### config.mk
export PLATFORM = sky130hd
export DESIGN_NAME = gcmpt_front
export DESIGN_NICKNAME = d
export VERILOG_FILES = /design/src/hw/rtl/gcmpt_pkg.sv /design/src/hw/rtl/gcmpt_front.sv
export SDC_FILE = /design/constraint.sdc
export NUM_CORES = 1
export LEC_CHECK = 0
export ABC_AREA = 1
export BUFFER_PORTS_ARGS = -buffer_cell sky130_fd_sc_hd__buf_2
export CAP_MARGIN = 20
export CORE_ASPECT_RATIO = 2
export CORE_UTILIZATION = 53
export DETAILED_ROUTE_END_ITERATION = 8
export GPL_TIMING_DRIVEN = 1
export PLACE_DENSITY = 0.8
export SYNTH_ARGS = -nofsm -noshare
export SYNTH_HDL_FRONTEND = slang
export SYNTH_SLANG_ARGS = --single-unit
### constraint.sdc
create_clock -name i_clk -period 5.35 [get_ports i_clk]
set_clock_uncertainty 0.15 [all_clocks]
set_input_delay 0.535 -clock i_clk [delete_from_list [all_inputs] [get_ports i_clk]]
set_output_delay 0.535 -clock i_clk [all_outputs]
set_load 0.01 [all_outputs]
### src/hw/rtl/gcmpt_pkg.sv
// gcmpt_pkg: shared types, constants and helper functions for the gpio channel map
// and press tracker. No dependencies; used by every rtl file of the block.
`timescale 1ns / 1ps

package gcmpt_pkg;

    // port and timestamp geometry
    localparam int PORT_PINS = 16;
    localparam int PORT_W    = 16;
    localparam int TIME_W    = 32;
    localparam int CHANNELS  = 16;
    localparam int CH_W      = 4;
    localparam int COUNT_W   = 5;
    localparam int MAP_W     = CHANNELS * CH_W;
    localparam int DUR_W     = 32;

    localparam logic [PORT_W-1:0] PORT_MASK =
        PORT_W'((64'd1 << PORT_PINS) - 64'd1) & 16'hFFFF;

    // stream payload widths
    localparam int IN_TDATA_W  = 72;
    localparam int OUT_TDATA_W = 88;

    // configuration port
    localparam int CFG_DATA_W = 64;
    localparam int CFG_ADDR_W = 5;

    // queue between front and back
    localparam int QDEPTH  = 2;
    localparam int QPTR_W  = 1;
    localparam int QCNT_W  = 2;

    // register indexes
    localparam logic [1:0] REG_IN_MAP    = 2'd0;
    localparam logic [1:0] REG_IN_COUNT  = 2'd1;
    localparam logic [1:0] REG_OUT_MAP   = 2'd2;
    localparam logic [1:0] REG_OUT_COUNT = 2'd3;

    typedef enum logic [2:0] {
        CMD_SAMPLE    = 3'd0,
        CMD_WRITE_ALL = 3'd1,
        CMD_WRITE_CH  = 3'd2,
        CMD_TOGGLE_CH = 3'd3,
        CMD_QUERY_CH  = 3'd4,
        CMD_NOP       = 3'd5
    } t_cmd;

    typedef enum logic [1:0] {
        PRESS_NONE     = 2'd0,
        PRESS_HELD     = 2'd1,
        PRESS_RELEASED = 2'd2
    } t_press;

    // one decoded transaction waiting in the queue
    typedef struct packed {
        t_cmd              cmd;
        logic [PORT_W-1:0] pins;
        logic [TIME_W-1:0] now;
        logic [PORT_W-1:0] wdata;
        logic [CH_W-1:0]   ch;
        logic              level;
    } t_item;

    // configuration seen by the back end
    typedef struct packed {
        logic [MAP_W-1:0]   in_map;
        logic [COUNT_W-1:0] in_count;
        logic [MAP_W-1:0]   out_map;
        logic [COUNT_W-1:0] out_count;
        logic [PORT_W-1:0]  omask;
    } t_cfg;

    // latch update caused by an output map or count write
    typedef struct packed {
        logic              en;
        logic [PORT_W-1:0] mask;
    } t_remask;

    // pin index of logical channel ch
    function automatic logic [CH_W-1:0] pin_of(logic [MAP_W-1:0] map, logic [CH_W-1:0] ch);
        return map[ch*CH_W +: CH_W];
    endfunction

    // set of pins used by the first count channels of a map
    function automatic logic [PORT_W-1:0] map_mask(logic [MAP_W-1:0] map,
                                                   logic [COUNT_W-1:0] count);
        logic [PORT_W-1:0] m;
        m = '0;
        for (int i = 0; i < CHANNELS; i++) begin
            if (COUNT_W'(i) < count) begin
                m[pin_of(map, CH_W'(i))] = 1'b1;
            end
        end
        return m;
    endfunction

    // saturate a written count at the channel total
    function automatic logic [COUNT_W-1:0] sat_count(logic [CFG_DATA_W-1:0] value);
        logic [COUNT_W-1:0] c;
        c = value[COUNT_W-1:0];
        return (c > COUNT_W'(CHANNELS)) ? COUNT_W'(CHANNELS) : c;
    endfunction

endpackage

### src/hw/rtl/gcmpt_front.sv
// gcmpt_front: accepts stream transactions, decodes the command and queues them.
// Depends on gcmpt_pkg.
`timescale 1ns / 1ps

module gcmpt_front (
    input  logic                               i_clk,
    input  logic                               i_rst_n,
    input  logic                               i_s_tvalid,
    output logic                               o_s_tready,
    // command[2:0] pin_levels[18:3] now_ticks[50:19] write_data[66:51] channel[70:67]
    // level[71]
    input  logic [gcmpt_pkg::IN_TDATA_W-1:0]  i_s_tdata,
    output logic                               o_head_valid,
    output gcmpt_pkg::t_item                   o_head,
    input  logic                               i_pop
);

    gcmpt_pkg::t_item                r_mem [gcmpt_pkg::QDEPTH];
    logic [gcmpt_pkg::QPTR_W-1:0]    r_wptr, n_wptr;
    logic [gcmpt_pkg::QPTR_W-1:0]    r_rptr, n_rptr;
    logic [gcmpt_pkg::QCNT_W-1:0]    r_count, n_count;
    gcmpt_pkg::t_item                dec;
    logic                            push;
    logic                            pop;

    // command decode, unknown codes become no-ops
    always_comb begin
        dec.pins  = i_s_tdata[18:3];
        dec.now   = i_s_tdata[50:19];
        dec.wdata = i_s_tdata[66:51];
        dec.ch    = i_s_tdata[70:67];
        dec.level = i_s_tdata[71];
        unique case (i_s_tdata[2:0]) inside
            gcmpt_pkg::CMD_SAMPLE, gcmpt_pkg::CMD_WRITE_ALL, gcmpt_pkg::CMD_WRITE_CH,
            gcmpt_pkg::CMD_TOGGLE_CH, gcmpt_pkg::CMD_QUERY_CH: begin
                dec.cmd = gcmpt_pkg::t_cmd'(i_s_tdata[2:0]);
            end
            default: begin
                dec.cmd = gcmpt_pkg::CMD_NOP;
            end
        endcase
    end

    // queue handshake
    assign o_s_tready   = (r_count != gcmpt_pkg::QCNT_W'(gcmpt_pkg::QDEPTH));
    assign push         = i_s_tvalid && o_s_tready;
    assign o_head_valid = (r_count != '0);
    assign pop          = i_pop && o_head_valid;
    assign o_head       = r_mem[r_rptr];

    // pointer and fill count update
    always_comb begin
        n_wptr  = push ? r_wptr + 1'b1 : r_wptr;
        n_rptr  = pop ? r_rptr + 1'b1 : r_rptr;
        n_count = r_count;
        if (push && !pop) begin
            n_count = r_count + 1'b1;
        end else if (pop && !push) begin
            n_count = r_count - 1'b1;
        end
    end

    always_ff @(posedge i_clk) begin
        if (!i_rst_n) begin
            r_wptr  <= '0;
            r_rptr  <= '0;
            r_count <= '0;
        end else begin
            r_wptr  <= n_wptr;
            r_rptr  <= n_rptr;
            r_count <= n_count;
        end
    end

    // queue storage
    always_ff @(posedge i_clk) begin
        if (push) begin
            r_mem[r_wptr] <= dec;
        end
    end

endmodule

==> results.txt <==
status - completed
wire per inst - 17.8 um
initial antenna violation count - 1
Nets - 507
synthesized net count - 345
maximum vdd drop - 0.000439 V
Seq cells post-synth - 149
Iter 0 DRT Violations - 157
clock sinks - 149
Worst Path Max Fanout - 54
Synth Area per Inst - 21.7 sq um
Leakage - 2.91 nW
Clock Latency Late Sink - 0.41 ns
distinct cell type count after synthesis - 16
Buffers on Ports - 149
Die H - 150 um
CTS tree - yes
Die X - 76.1 um
post_cts resized - 0
drt total wl - 10.3 mm
post-DP HPWL - 7.07 mm
Syn-to-layout area delta - 24.3%
final hold viol count - 0
vias in the first global route - 3086
warnings from Yosys - 0
Avg Vias per Cell - 4.99
Tcrit/Tclk final - 57.1%
Max-slew headroom - 34.1%
Min Hold Slack - 0.164 ns
Residual DRC - 0
worst-case clock buffer depth - 2
number of fill cells - 730
critical path type - register to output port
actual slew at the worst max-slew pin - 0.988 ns
commonest non-fill, non-tap cell in the layout - buf_2
final estimated routing congestion in global placement - 0.772
Total GRT Usage - 19.0%
initial cell density of the core - 54.8%
power per cell area - 491 nW/um^2
Post-CTS Setup Bufs - 0
layout cells sized above 1 - 57.8%
CTS Buf Count - 17
setup TNS - 0 ns
Worst Path Arrival - 2.37 ns
Worst Setup Start Kind - register
largest net degree at the start of global routing - 55
Setup Viol. Count Final - 0
unrepaired setup endpoints after global routing - false
std cell rows - 53
sequential element share of the synthesized area - 76.0%
GRT overflow - 0
Max Clock Freq - 327 MHz
Max-Cap Viols - 0
Synth Cell Area - 5820 sq um
H-tree Lvls - 4
Data required, critical path - 4.66 ns
final worst slack - 2.29 ns
Vias - 2892
first-pass GRT wire length - 15.4 mm
Post-CTS Hold Fix Bufs - 0
Place WS - 2.66 ns
commonest cells after routing, fill and taps aside - buf_2, edfxtp_1, mux2_4
ANT nets after route - 0
DR pass1 iterations - 4
Reg clk slew, reported paths - 0.06 ns
CTS Root Cell - clkbuf_16
Ports - 150
Pins Over Slew Limit - 0
Final min period - 3.06 ns
core box area - 10600 sq um
HP Class - input port to register
Mapped Cells - 268
n_diodes - 0
crit end category - output port
die area - 11400 sq um
[registers in the layout (all words and copies together) (netlist names), named ones only]
| signal | flops |
|---|---|
| r_count | 2 |
| r_mem | 144 |
| r_rptr | 1 |
| r_wptr | 1 |
[routing by layer]
metal  global-route usage (%)  share of wire [%]  vias to the layer above
li1                         -                  -                     1354
met1                     18.4                 34                     1394
met2                     34.0                 56                      111
met3                     6.42                5.1                       33
met4                     12.4                4.7                        0
met5                        0                  0                        -
[worst paths after layout]
check,startpoint,end,slack [ns],depth (start not counted)
setup / recovery,register,o_head[13],2.29,3
hold / removal,i_s_tdata[35],r_mem[0][37],0.16,1
setup reg to reg,r_count[0],r_mem[1][28],2.80,5
hold reg to reg,r_rptr,r_rptr,0.37,2
[report_power, final]
part	total, W	switching (W)	leakage (nW)	internal [W]
logic	0.000761	0.000356	1.22	0.000405
registers	0.00159	0.000108	1.39	0.00148
clock network	0.00121	0.000432	0.299	0.000774
[critical path, cell delays in order, from the launching register on]
cell     delay [ns]
dfxtp_4        1.00
buf_4          0.48
mux2_4         0.34
buf_2          0.14
[cell type report]
class / instances / area, sq um / share of cell area [%]
clock buffer: 17 / 425 / 5.88
clock inverter: 15 / 185 / 2.56
inverter: 11 / 41.3 / 0.571
multi-input combinational: 99 / 1210 / 16.8
sequential: 149 / 4430 / 61.2
tap: 137 / 171 / 2.37
timing repair buffer: 152 / 768 / 10.6
[logic make-up (layout without fill, tap and decap cells)]
logic type	after synthesis	in the layout	share of synthesized area [%]
AO/OA/AOI/OAI	6	6	0.559
adder cells (fa/ha/maj)	1	1	0.215
buffers and inverters	20	195	3.38
flip-flops	149	149	76.0
multiplexers	72	72	18.5
AND/OR/NAND/NOR	20	20	1.35
[cells in the mapped netlist]
library cell | instances | area share, %
buf_6 | 1 | 0.19
clkbuf_1 | 1 | 0.064
o21a_1 | 1 | 0.13
a21oi_1 | 2 | 0.17
nand2_1 | 10 | 0.65
nand4_1 | 1 | 0.11
edfxtp_1 | 144 | 74
nand3_1 | 1 | 0.086
buf_12 | 7 | 2.4
o21ai_0 | 3 | 0.26
mux2_4 | 70 | 18
dfxtp_1 | 5 | 1.7
ha_1 | 1 | 0.22
inv_1 | 11 | 0.71
nor2_1 | 8 | 0.52
mux2_2 | 2 | 0.39
[per-stage QoR]
stage                     utilization, %  cells  total power (W)  area, sq um
after detailed placement            62.4    548          0.00238         6620
final                               68.2    580          0.00355         7230
after global placement              62.4    548          0.00235         6620
after floorplan                        -    268          0.00217         5820
after global routing                68.2    580          0.00370         7230
after CTS                           68.2    580          0.00359         7230
No activity file was read; power rests on OpenSTA's default activity.
